==> config.mk <==
export PLATFORM = sky130hd
export DESIGN_NAME = bitmap_page_allocator_top
export DESIGN_NICKNAME = d
export VERILOG_FILES = /design/src/rtl/bpa_pkg.sv /design/src/rtl/bpa_map.sv /design/src/rtl/bpa_div.sv /design/src/rtl/bitmap_page_allocator_top.sv
export SDC_FILE = /design/constraint.sdc
export NUM_CORES = 2
export LEC_CHECK = 0
export BUFFER_PORTS_ARGS = -buffer_cell sky130_fd_sc_hd__buf_2
export CORE_MARGIN = 10
export CORE_UTILIZATION = 25
export DETAILED_ROUTE_END_ITERATION = 12
export GPL_ROUTABILITY_DRIVEN = 0
export SYNTH_ARGS = -nofsm -noshare
export SYNTH_HDL_FRONTEND = slang
export SYNTH_SLANG_ARGS = --single-unit
export TNS_END_PERCENT = 20
==> constraint.sdc <==
create_clock -name clk -period 10.9 [get_ports clk]
set_clock_uncertainty 0.15 [all_clocks]
set_input_delay 3.27 -clock clk [delete_from_list [all_inputs] [get_ports clk]]
set_output_delay 3.27 -clock clk [all_outputs]
set_load 0.005 [all_outputs]
==> src/rtl/bpa_pkg.sv <==
// Shared constants and codes for the bitmap page allocator.
`default_nettype none
package bpa_pkg;

    localparam int NUM_PAGES_DEF = 4096;
    localparam int WORD_BITS_DEF = 64;

    localparam int PAGE_W = 12;
    localparam int LEN_W  = 13;
    localparam int CFG_W  = 13;

    localparam int COUNTER_MAX = 8191;

    typedef enum logic
    {
        FUNC_ALLOC = 1'b0,
        FUNC_FREE  = 1'b1
    } func_t;

    typedef enum logic
    {
        CFG_BASE_PAGE = 1'b0,
        CFG_TOP_PAGE  = 1'b1
    } cfg_idx_t;

    typedef struct packed
    {
        logic start;
        logic busy;
        logic done;
    } div_ctl_t;

endpackage
`default_nettype wire

==> src/rtl/bpa_map.sv <==
// Used-page bitmap memory with a registered read and a set-all sweep after reset.
`default_nettype none
module bpa_map
    import bpa_pkg::*;
#(
    parameter int WORDS = NUM_PAGES_DEF / WORD_BITS_DEF,
    parameter int WIDTH = WORD_BITS_DEF,
    parameter int AW    = 6
)
(
    input  wire logic             clk,
    input  wire logic             rst_n,
    input  wire logic             rd_en,
    input  wire logic [AW-1:0]    rd_addr,
    output logic      [WIDTH-1:0] rd_data,
    input  wire logic             wr_en,
    input  wire logic [AW-1:0]    wr_addr,
    input  wire logic [WIDTH-1:0] wr_data,
    output logic                  ready
);

    logic [WIDTH-1:0] mem [WORDS];
    logic [AW-1:0]    clr_addr_reg;
    logic             clr_done_reg;

    always_ff @(posedge clk or negedge rst_n)
    begin
        if (!rst_n)
        begin
            clr_addr_reg <= '0;
            clr_done_reg <= 1'b0;
        end
        else if (!clr_done_reg)
        begin
            if (clr_addr_reg == AW'(WORDS - 1))
                clr_done_reg <= 1'b1;
            else
                clr_addr_reg <= clr_addr_reg + 1'b1;
        end
    end

    always_ff @(posedge clk)
    begin
        if (!clr_done_reg)
            mem[clr_addr_reg] <= '1;
        else if (wr_en)
            mem[wr_addr] <= wr_data;
        if (rd_en)
            rd_data <= mem[rd_addr];
    end

    assign ready = clr_done_reg;

endmodule
`default_nettype wire

==> src/rtl/bpa_div.sv <==
// Restoring divider, one quotient bit per cycle.
`default_nettype none
module bpa_div
    import bpa_pkg::*;
#(
    parameter int W = LEN_W
)
(
    input  wire logic         clk,
    input  wire logic         rst_n,
    input  wire logic         start,
    input  wire logic [W-1:0] num,
    input  wire logic [W-1:0] den,
    output div_ctl_t          ctl,
    output logic      [W-1:0] quo
);

    localparam int CW = $clog2(W + 1);

    logic [W-1:0]  rem_reg;
    logic [W-1:0]  q_reg;
    logic [W-1:0]  den_reg;
    logic [CW-1:0] cnt_reg;
    logic          busy_reg;
    logic          done_reg;
    logic [W:0]    trial;
    logic [W:0]    diff;

    assign trial = {rem_reg, q_reg[W-1]};
    assign diff  = trial - {1'b0, den_reg};

    always_ff @(posedge clk or negedge rst_n)
    begin
        if (!rst_n)
        begin
            busy_reg <= 1'b0;
            done_reg <= 1'b0;
            cnt_reg  <= '0;
        end
        else
        begin
            done_reg <= 1'b0;
            if (start)
            begin
                busy_reg <= 1'b1;
                cnt_reg  <= CW'(W);
            end
            else if (busy_reg)
            begin
                cnt_reg <= cnt_reg - 1'b1;
                if (cnt_reg == CW'(1))
                begin
                    busy_reg <= 1'b0;
                    done_reg <= 1'b1;
                end
            end
        end
    end

    always_ff @(posedge clk)
    begin
        if (start)
        begin
            rem_reg <= '0;
            q_reg   <= num;
            den_reg <= den;
        end
        else if (busy_reg)
        begin
            if (!diff[W])
            begin
                rem_reg <= diff[W-1:0];
                q_reg   <= {q_reg[W-2:0], 1'b1};
            end
            else
            begin
                rem_reg <= trial[W-1:0];
                q_reg   <= {q_reg[W-2:0], 1'b0};
            end
        end
    end

    assign ctl.start = start;
    assign ctl.busy  = busy_reg;
    assign ctl.done  = done_reg;
    assign quo       = q_reg;

endmodule
`default_nettype wire

==> src/rtl/bitmap_page_allocator_top.sv <==
// Top level of the first-fit bitmap page allocator.
`default_nettype none
// One used bit per page lives in a word-wide memory (NUM_PAGES/WORD_BITS words,
// rounded up). After reset a sweep sets every word, one per cycle; no transaction
// is accepted until it ends. One transaction is in work at a time. Each bitmap word
// touched is read, then checked or written back. A free reads and writes back each
// word of its run. An allocation checks each candidate word by word; on a used page
// it jumps to the first aligned candidate past it through a divider and a multiply,
// and a fitting run costs a second pass that marks its words. WORD_BITS must be a
// power of two.
module bitmap_page_allocator_top
    import bpa_pkg::*;
#(
    parameter int NUM_PAGES = NUM_PAGES_DEF,
    parameter int WORD_BITS = WORD_BITS_DEF
)
(
    input  wire logic              clk,
    input  wire logic              rst_n,
    input  wire logic              cfg_we,
    input  wire logic              cfg_index,
    input  wire logic [CFG_W-1:0]  cfg_data,
    input  wire logic              in_valid,
    output logic                   in_ready,
    input  wire logic              func,
    input  wire logic [LEN_W-1:0]  run_length,
    input  wire logic [LEN_W-1:0]  align_step,
    input  wire logic [LEN_W-1:0]  upper_page,
    input  wire logic [PAGE_W-1:0] free_start,
    output logic                   out_valid,
    input  wire logic              out_ready,
    output logic                   found,
    output logic      [PAGE_W-1:0] start_page,
    output logic      [LEN_W-1:0]  pages_free
);

    localparam int MAP_WORDS = (NUM_PAGES + WORD_BITS - 1) / WORD_BITS;
    localparam int AW        = (MAP_WORDS > 1) ? $clog2(MAP_WORDS) : 1;
    localparam int WL        = $clog2(WORD_BITS);
    localparam int PG_LOG    = $clog2(NUM_PAGES);
    localparam int PW        = (PG_LOG > 14) ? PG_LOG + 1 : 15;
    localparam int HW        = WL + 1;
    localparam int CNT_CAP   = (NUM_PAGES < COUNTER_MAX) ? NUM_PAGES : COUNTER_MAX;
    localparam int PROD_W    = 2 * LEN_W + 1;

    localparam logic [PW-1:0]    NUM_P   = PW'(NUM_PAGES);
    localparam logic [LEN_W:0]   CAP_V   = (LEN_W + 1)'(CNT_CAP);
    localparam logic [HW-1:0]    FULL_HI = HW'(WORD_BITS);

    typedef enum logic [3:0]
    {
        S_IDLE,
        S_CHK,
        S_RD,
        S_EVAL,
        S_DIV,
        S_DWAIT,
        S_MUL,
        S_ADV,
        S_DONE
    } state_t;

    state_t state_reg;

    logic [PAGE_W-1:0] base_reg;
    logic [LEN_W-1:0]  top_reg;

    logic              free_op_reg;
    logic              scan_reg;
    logic              set_reg;
    logic [PW-1:0]     idx_reg;
    logic [PW-1:0]     pos_reg;
    logic [PW-1:0]     end_reg;
    logic [PW-1:0]     lim_reg;
    logic [LEN_W-1:0]  len_reg;
    logic [LEN_W-1:0]  step_reg;
    logic [PW-1:0]     hit_reg;
    logic [PROD_W-1:0] prod_reg;
    logic [LEN_W-1:0]  cnt_reg;
    logic              res_found_reg;
    logic [PAGE_W-1:0] res_start_reg;
    logic              out_valid_reg;
    logic              out_found_reg;
    logic [PAGE_W-1:0] out_start_reg;
    logic [LEN_W-1:0]  out_free_reg;

    logic [WORD_BITS-1:0] rd_data;
    logic [WORD_BITS-1:0] wr_data;
    logic                 wr_en;
    logic                 rd_en;
    logic                 map_ready;
    logic [AW-1:0]        word_addr;
    logic                 out_load;

    div_ctl_t          div_ctl;
    logic [LEN_W-1:0]  div_quo;
    logic [LEN_W-1:0]  div_num;

    logic [PW-1:0]        lim_top;
    logic [PW-1:0]        upper_ext;
    logic [PW-1:0]        alim;
    logic [PW-1:0]        fsum;
    logic [PW-1:0]        fend;
    logic [PW-1:0]        run_end;
    logic [HW-1:0]        lo_n;
    logic [HW-1:0]        hi_n;
    logic [WORD_BITS-1:0] mask;
    logic [WORD_BITS-1:0] hits;
    logic [WL-1:0]        hit_bit;
    logic [PW-1:0]        next_pos;
    logic [LEN_W:0]       cnt_sum;
    logic [LEN_W-1:0]     cnt_new;

    function automatic logic [WORD_BITS-1:0] low_ones(input logic [HW-1:0] n);
        logic [WORD_BITS-1:0] m;
        for (int i = 0; i < WORD_BITS; i++)
        begin
            m[i] = (HW'(i) < n);
        end
        return m;
    endfunction

    bpa_map #(
        .WORDS (MAP_WORDS),
        .WIDTH (WORD_BITS),
        .AW    (AW)
    ) u_map (
        .clk     (clk),
        .rst_n   (rst_n),
        .rd_en   (rd_en),
        .rd_addr (word_addr),
        .rd_data (rd_data),
        .wr_en   (wr_en),
        .wr_addr (word_addr),
        .wr_data (wr_data),
        .ready   (map_ready)
    );

    bpa_div #(
        .W (LEN_W)
    ) u_div (
        .clk   (clk),
        .rst_n (rst_n),
        .start (state_reg == S_DIV),
        .num   (div_num),
        .den   (step_reg),
        .ctl   (div_ctl),
        .quo   (div_quo)
    );

    assign div_num = LEN_W'(hit_reg - idx_reg);

    always_ff @(posedge clk or negedge rst_n)
    begin
        if (!rst_n)
        begin
            base_reg <= '0;
            top_reg  <= LEN_W'(4096);
        end
        else if (cfg_we)
        begin
            unique case (cfg_idx_t'(cfg_index))
                CFG_BASE_PAGE: base_reg <= cfg_data[PAGE_W-1:0];
                CFG_TOP_PAGE:  top_reg  <= cfg_data[LEN_W-1:0];
                default:       ;
            endcase
        end
    end

    assign lim_top   = (PW'(top_reg) < NUM_P) ? PW'(top_reg) : NUM_P;
    assign upper_ext = PW'(upper_page);
    assign alim      = (upper_page != '0 && upper_ext < lim_top) ? upper_ext : lim_top;
    assign fsum      = PW'(free_start) + PW'(run_length);
    assign fend      = (fsum < lim_top) ? fsum : lim_top;
    assign run_end   = idx_reg + PW'(len_reg);

    assign word_addr = pos_reg[WL+AW-1:WL];
    assign lo_n      = {1'b0, pos_reg[WL-1:0]};
    assign hi_n      = (end_reg[PW-1:WL] == pos_reg[PW-1:WL])
                       ? {1'b0, end_reg[WL-1:0]} : FULL_HI;
    assign mask      = low_ones(hi_n) & ~low_ones(lo_n);
    assign hits      = rd_data & mask;
    assign next_pos  = {pos_reg[PW-1:WL] + 1'b1, {WL{1'b0}}};
    assign wr_data   = set_reg ? (rd_data | mask) : (rd_data & ~mask);
    assign wr_en     = (state_reg == S_EVAL) && !scan_reg;
    assign rd_en     = (state_reg == S_RD);
    assign out_load  = (state_reg == S_DONE) && (!out_valid_reg || out_ready);

    always_comb
    begin
        hit_bit = '0;
        for (int i = WORD_BITS - 1; i >= 0; i--)
        begin
            if (hits[i])
                hit_bit = WL'(i);
        end
    end

    assign cnt_sum = free_op_reg ? ({1'b0, cnt_reg} + {1'b0, len_reg})
                                 : ({1'b0, cnt_reg} - {1'b0, len_reg});
    always_comb
    begin
        if (free_op_reg)
            cnt_new = (cnt_sum > CAP_V) ? CAP_V[LEN_W-1:0] : cnt_sum[LEN_W-1:0];
        else if (!res_found_reg)
            cnt_new = cnt_reg;
        else
            cnt_new = (cnt_reg > len_reg) ? cnt_sum[LEN_W-1:0] : '0;
    end

    assign in_ready = (state_reg == S_IDLE) && map_ready;

    always_ff @(posedge clk or negedge rst_n)
    begin
        if (!rst_n)
        begin
            state_reg     <= S_IDLE;
            out_valid_reg <= 1'b0;
            cnt_reg       <= '0;
        end
        else
        begin
            if (out_load)
                out_valid_reg <= 1'b1;
            else if (out_ready)
                out_valid_reg <= 1'b0;
            unique case (state_reg)
                S_IDLE:
                begin
                    if (in_valid && in_ready)
                    begin
                        if (func_t'(func) == FUNC_FREE)
                            state_reg <= (free_start < fend[PAGE_W:0] || PW'(free_start) < fend)
                                         ? S_RD : S_DONE;
                        else
                            state_reg <= S_CHK;
                    end
                end
                S_CHK:
                begin
                    if (idx_reg < lim_reg && run_end <= lim_reg)
                        state_reg <= (len_reg == '0) ? S_DONE : S_RD;
                    else
                        state_reg <= S_DONE;
                end
                S_RD:
                    state_reg <= S_EVAL;
                S_EVAL:
                begin
                    if (scan_reg && hits != '0)
                        state_reg <= S_DIV;
                    else if (next_pos >= end_reg && !scan_reg)
                        state_reg <= S_DONE;
                    else
                        state_reg <= S_RD;
                end
                S_DIV:
                    state_reg <= S_DWAIT;
                S_DWAIT:
                begin
                    if (div_ctl.done)
                        state_reg <= S_MUL;
                end
                S_MUL:
                    state_reg <= S_ADV;
                S_ADV:
                    state_reg <= S_CHK;
                S_DONE:
                begin
                    if (out_load)
                    begin
                        cnt_reg   <= cnt_new;
                        state_reg <= S_IDLE;
                    end
                end
                default:
                    state_reg <= S_IDLE;
            endcase
        end
    end

    always_ff @(posedge clk)
    begin
        unique case (state_reg)
            S_IDLE:
            begin
                free_op_reg   <= (func_t'(func) == FUNC_FREE);
                len_reg       <= run_length;
                step_reg      <= (align_step == '0) ? LEN_W'(1) : align_step;
                idx_reg       <= PW'(base_reg);
                lim_reg       <= alim;
                pos_reg       <= PW'(free_start);
                end_reg       <= fend;
                scan_reg      <= (func_t'(func) != FUNC_FREE);
                set_reg       <= 1'b0;
                res_found_reg <= (func_t'(func) == FUNC_FREE);
                res_start_reg <= '0;
            end
            S_CHK:
            begin
                pos_reg <= idx_reg;
                end_reg <= run_end;
                if (idx_reg < lim_reg && run_end <= lim_reg && len_reg == '0)
                begin
                    res_found_reg <= 1'b1;
                    res_start_reg <= idx_reg[PAGE_W-1:0];
                end
            end
            S_EVAL:
            begin
                if (scan_reg && hits != '0)
                    hit_reg <= {pos_reg[PW-1:WL], hit_bit};
                else if (scan_reg && next_pos >= end_reg)
                begin
                    scan_reg      <= 1'b0;
                    set_reg       <= 1'b1;
                    pos_reg       <= idx_reg;
                    res_found_reg <= 1'b1;
                    res_start_reg <= idx_reg[PAGE_W-1:0];
                end
                else
                    pos_reg <= next_pos;
            end
            S_MUL:
                prod_reg <= PROD_W'(({1'b0, div_quo} + 1'b1) * step_reg);
            S_ADV:
                idx_reg <= idx_reg + prod_reg[PW-1:0];
            S_DONE:
            begin
                if (out_load)
                begin
                    out_found_reg <= res_found_reg;
                    out_start_reg <= res_start_reg;
                    out_free_reg  <= cnt_new;
                end
            end
            default:
                ;
        endcase
    end

    assign out_valid  = out_valid_reg;
    assign found      = out_found_reg;
    assign start_page = out_start_reg;
    assign pages_free = out_free_reg;

    a_cnt_cap: assert property (@(posedge clk) disable iff (!rst_n)
        out_valid |-> ({1'b0, pages_free} <= CAP_V))
        else $error("free counter above cap");

    a_start_zero: assert property (@(posedge clk) disable iff (!rst_n)
        out_valid && !found |-> start_page == '0)
        else $error("start page set without a fit");

    a_wr_busy: assert property (@(posedge clk) disable iff (!rst_n)
        wr_en |-> !in_ready)
        else $error("bitmap write while idle");

    a_div_done: assert property (@(posedge clk) disable iff (!rst_n)
        div_ctl.done |-> state_reg == S_DWAIT)
        else $error("divider finished outside its wait");

endmodule
`default_nettype wire
==> impl_metrics.ini <==
[finish]
drive_gt1_share_pct = 27.3
syn_to_final_growth_pct = 15.5
final_util_pct = 28.9
largest_reg_flops = 4096
reg_top3 = u_map.mem: 4096 flops, u_map.rd_data: 64 flops
final_nets = 9230
regMostFlops = u_map.mem

[power_and_ir_drop]
power_frac_comb_pct = 4.6
p_clk_share_pct = 42.5
p_leak_nw = 55.0
sequentialPowerShare_pct = 52.9
power.switching_mw = 7.70
internal-power_mw = 27.4
peakVddDrop_v = 0.000146
powerDensity_nw_per_um2 = 169
switching_share_pct = 22.0

[job]
cap_violations = 0

[clock_tree]
cts-resized-gates = 0
postCtsSetupBuffers = 0
cts_hold_buf = 0
cts_buffer_depth = 4
cts.sinks = 4409
cts_tree = done
htreeDepth = 5
numCtsBuffers = 447
worstSkewPairLatency_ns = 1.03
clk_pin_slew_ns = 0.06
cts_root_buf = clkbuf_16

[global_routing]
grt_max_degree = 114
antenna_found_initial = 22
grt_pass1_wl_um = 718000
first_global_vias = 90600
grt_overflow = 0
track_usage_pct = 13.1

[yosys]
synthArstFlopShare_pct = 1.27
syn_area_sq_um = 180000
ys_ff_latch = 4409
postSynthAreaPerCell_sq_um = 21.2
yosys_warnings = 0
synth_ff_type = edfxtp_1
syn_inst = 8473
synth_cell_type_count = 102
synth_fp_nets = 8821
seq_area_frac_synth_pct = 73.4
synth-edff-count = 4340

[timing]
grt_setup_unrepaired = no
worstMarginPinSlew_ns = 1.34
relSlewSlack_pct = 11.0
fin_tns_setup_ns = 0
slew_violations = 0
fmax_mhz = 113
hold_violations = 0
timing.final.crit_share_pct = 81.4
setup_viol = 0
min_period_ns = 8.87

[floorplanning]
start_util_pct = 25.1
die_h_um = 868
num_rows = 311
ioPinCount = 99
fp.dieArea_sq_um = 753000
core_sq_um = 717000
die_x_um = 868

[routing]
dr_wl_met3_um = 47500
wl_per_cell_um = 27.4
vias_per_cell = 4.89
vias = 91900
highest_layer = met5
drt_iter0_drc = 12400
dr_wl_met2_um = 245000
met1_length_um = 208000
drt-pass1-iter-count = 8
drc_errors = 0
ant_nets = 0
routed_wl_um = 516000

[worst_setup_path]
cp_data_required_time_ns = 11.58
r2r_slack_ns = 3.63
start_kind = primary input
critical_path_class = primary input to flop
arrival_ns = 9.56
end_kind = flop
cp_max_fo = 10

[status]
status = finished clean

[place]
dpl.hpwl_um = 284000
io_buffers = 98

[worst_hold_path]
hp-class = flop to flop
[layer usage]
| layer | track usage [%] | vias to the layer above |
|---|---|---|
| li1 | - | 36300 |
| met1 | 18.0 | 50000 |
| met2 | 21.3 | 4731 |
| met3 | 2.54 | 909 |
| met4 | 3.71 | 4 |
| met5 | 0 | - |
[path summary, 6_finish.rpt]
kind,start,end,cells past startpoint
worst max-delay path,free_start[0],state_reg[3],25
worst max register to register,pos_reg[6],res_start_reg[3],11
worst min register to register,res_start_reg[11],start_page[11],0
min in group asynchronous,rst_n,cnt_reg[6],1
worst min-delay path,res_start_reg[11],start_page[11],0
max in group asynchronous,rst_n,u_div.busy_reg,2
[critical path, cell delays in order]
cell,delay (ns)
buf_2,0.13
ha_1,0.22
fa_1,0.43
a211o_1,0.30
a2111oi_0,0.72
o311ai_0,0.30
a31oi_1,0.25
xnor2_1,0.25
ha_1,0.32
o21ai_0,0.10
a31oi_1,0.11
a2111oi_4,0.52
buf_4,0.31
mux2i_1,0.29
ha_1,0.30
a21oi_1,0.15
nor2b_1,0.06
o21ai_0,0.16
or4b_2,0.63
nor2_1,0.15
a21oi_1,0.08
mux2i_1,0.15
nor3_1,0.13
nand4_1,0.11
o211ai_1,0.09
[cells by family (layout without fill, tap and decap cells)]
group / after synthesis / count (layout) / share of synthesized area, %
and+or+nand+nor: 928 / 928 / 2.47
buffers and inverters: 639 / 1425 / 1.36
xor gates and xnor gates: 130 / 130 / 0.646
DFF: 4409 / 4409 / 73.4
muxes: 1426 / 1426 / 17.3
other: 0 / 6 / 0
adders and majority gates: 277 / 277 / 2.25
AOI/OAI and AO/OA: 664 / 664 / 2.50
[per-stage QoR]
| stage | setup WS, ns | std cells | power (mW) | hold slack, ns | area, sq um |
|---|---|---|---|---|---|
| 2_1_floorplan | 1.80 | 8473 | 20.0 | 0.250 | 180000 |
| 3_3_place_gp | 0.935 | 18000 | 20.5 | 0.253 | 193000 |
| 3_5_place_dp | 1.14 | 18000 | 20.5 | 0.255 | 193000 |
| 4_1_cts | 2.17 | 18800 | 35.3 | 0.270 | 207000 |
| 5_1_grt | 1.70 | 18800 | 36.1 | 0.278 | 207000 |
| 6_report | 2.03 | 18800 | 35.1 | 0.271 | 207000 |
[power by group through the flow]
stage	registers, mW	logic [mW]	clock network [mW]
global placement	18.9	1.58	0
CTS	18.5	1.59	15.2
detailed placement	18.9	1.58	0
floorplan	18.8	1.14	0
finish	18.6	1.60	14.9
global route	18.6	1.73	15.8
[cells in the final DEF, fill, tap and decap left out, types with 27 or more instances in the layout]
master	synthesis	final
a21o_1	47	47
a21oi_1	132	132
and2_1	57	56
buf_2	13	98
buf_4	6	271
bufinv_16	0	28
clkbuf_1	303	103
clkbuf_16	0	456
clkinv_1	2	111
clkinv_2	0	78
dfrtp_1	55	55
edfxtp_1	4340	4340
fa_1	77	77
ha_1	200	200
inv_1	216	216
mux2_2	44	44
mux2i_1	37	37
mux4_2	1344	1344
nand2_1	326	307
nand2b_1	32	32
nand3_1	61	60
nand4_1	27	27
nor2_1	234	169
nor2_4	0	65
nor2b_1	51	50
nor3_1	38	36
o211ai_1	43	43
o21ai_0	170	169
xnor2_1	87	86
xor2_1	40	40
[cells in the mapped netlist (37+ instances only)]
library cell	count	area (sq um)
ha_1	200	2500
buf_1	98	368
nor2_1	234	878
xnor2_1	87	762
nor3_1	38	190
o21ai_0	170	851
xor2_1	40	350
nand2_1	326	1220
mux4_2	1344	30300
a21o_1	47	353
mux2i_1	37	370
o211ai_1	43	323
edfxtp_1	4340	130000
nor2b_1	51	319
nand3_1	61	305
clkbuf_1	303	1140
inv_1	216	811
and2_1	57	357
mux2_2	44	495
fa_1	77	1540
dfrtp_1	55	1380
a21oi_1	132	661
[final cells by class]
class	instances	area, sq um
diodes	6	15.0
clock buffers	560	11800
clock inverters	266	2250
fillers	69700	509000
inverters	218	818
multi-input cells	3425	45900
flip-flops and latches	4409	132000
well taps	9546	11900
repair buffers	381	2770
(Power assumes the default switching activity.)
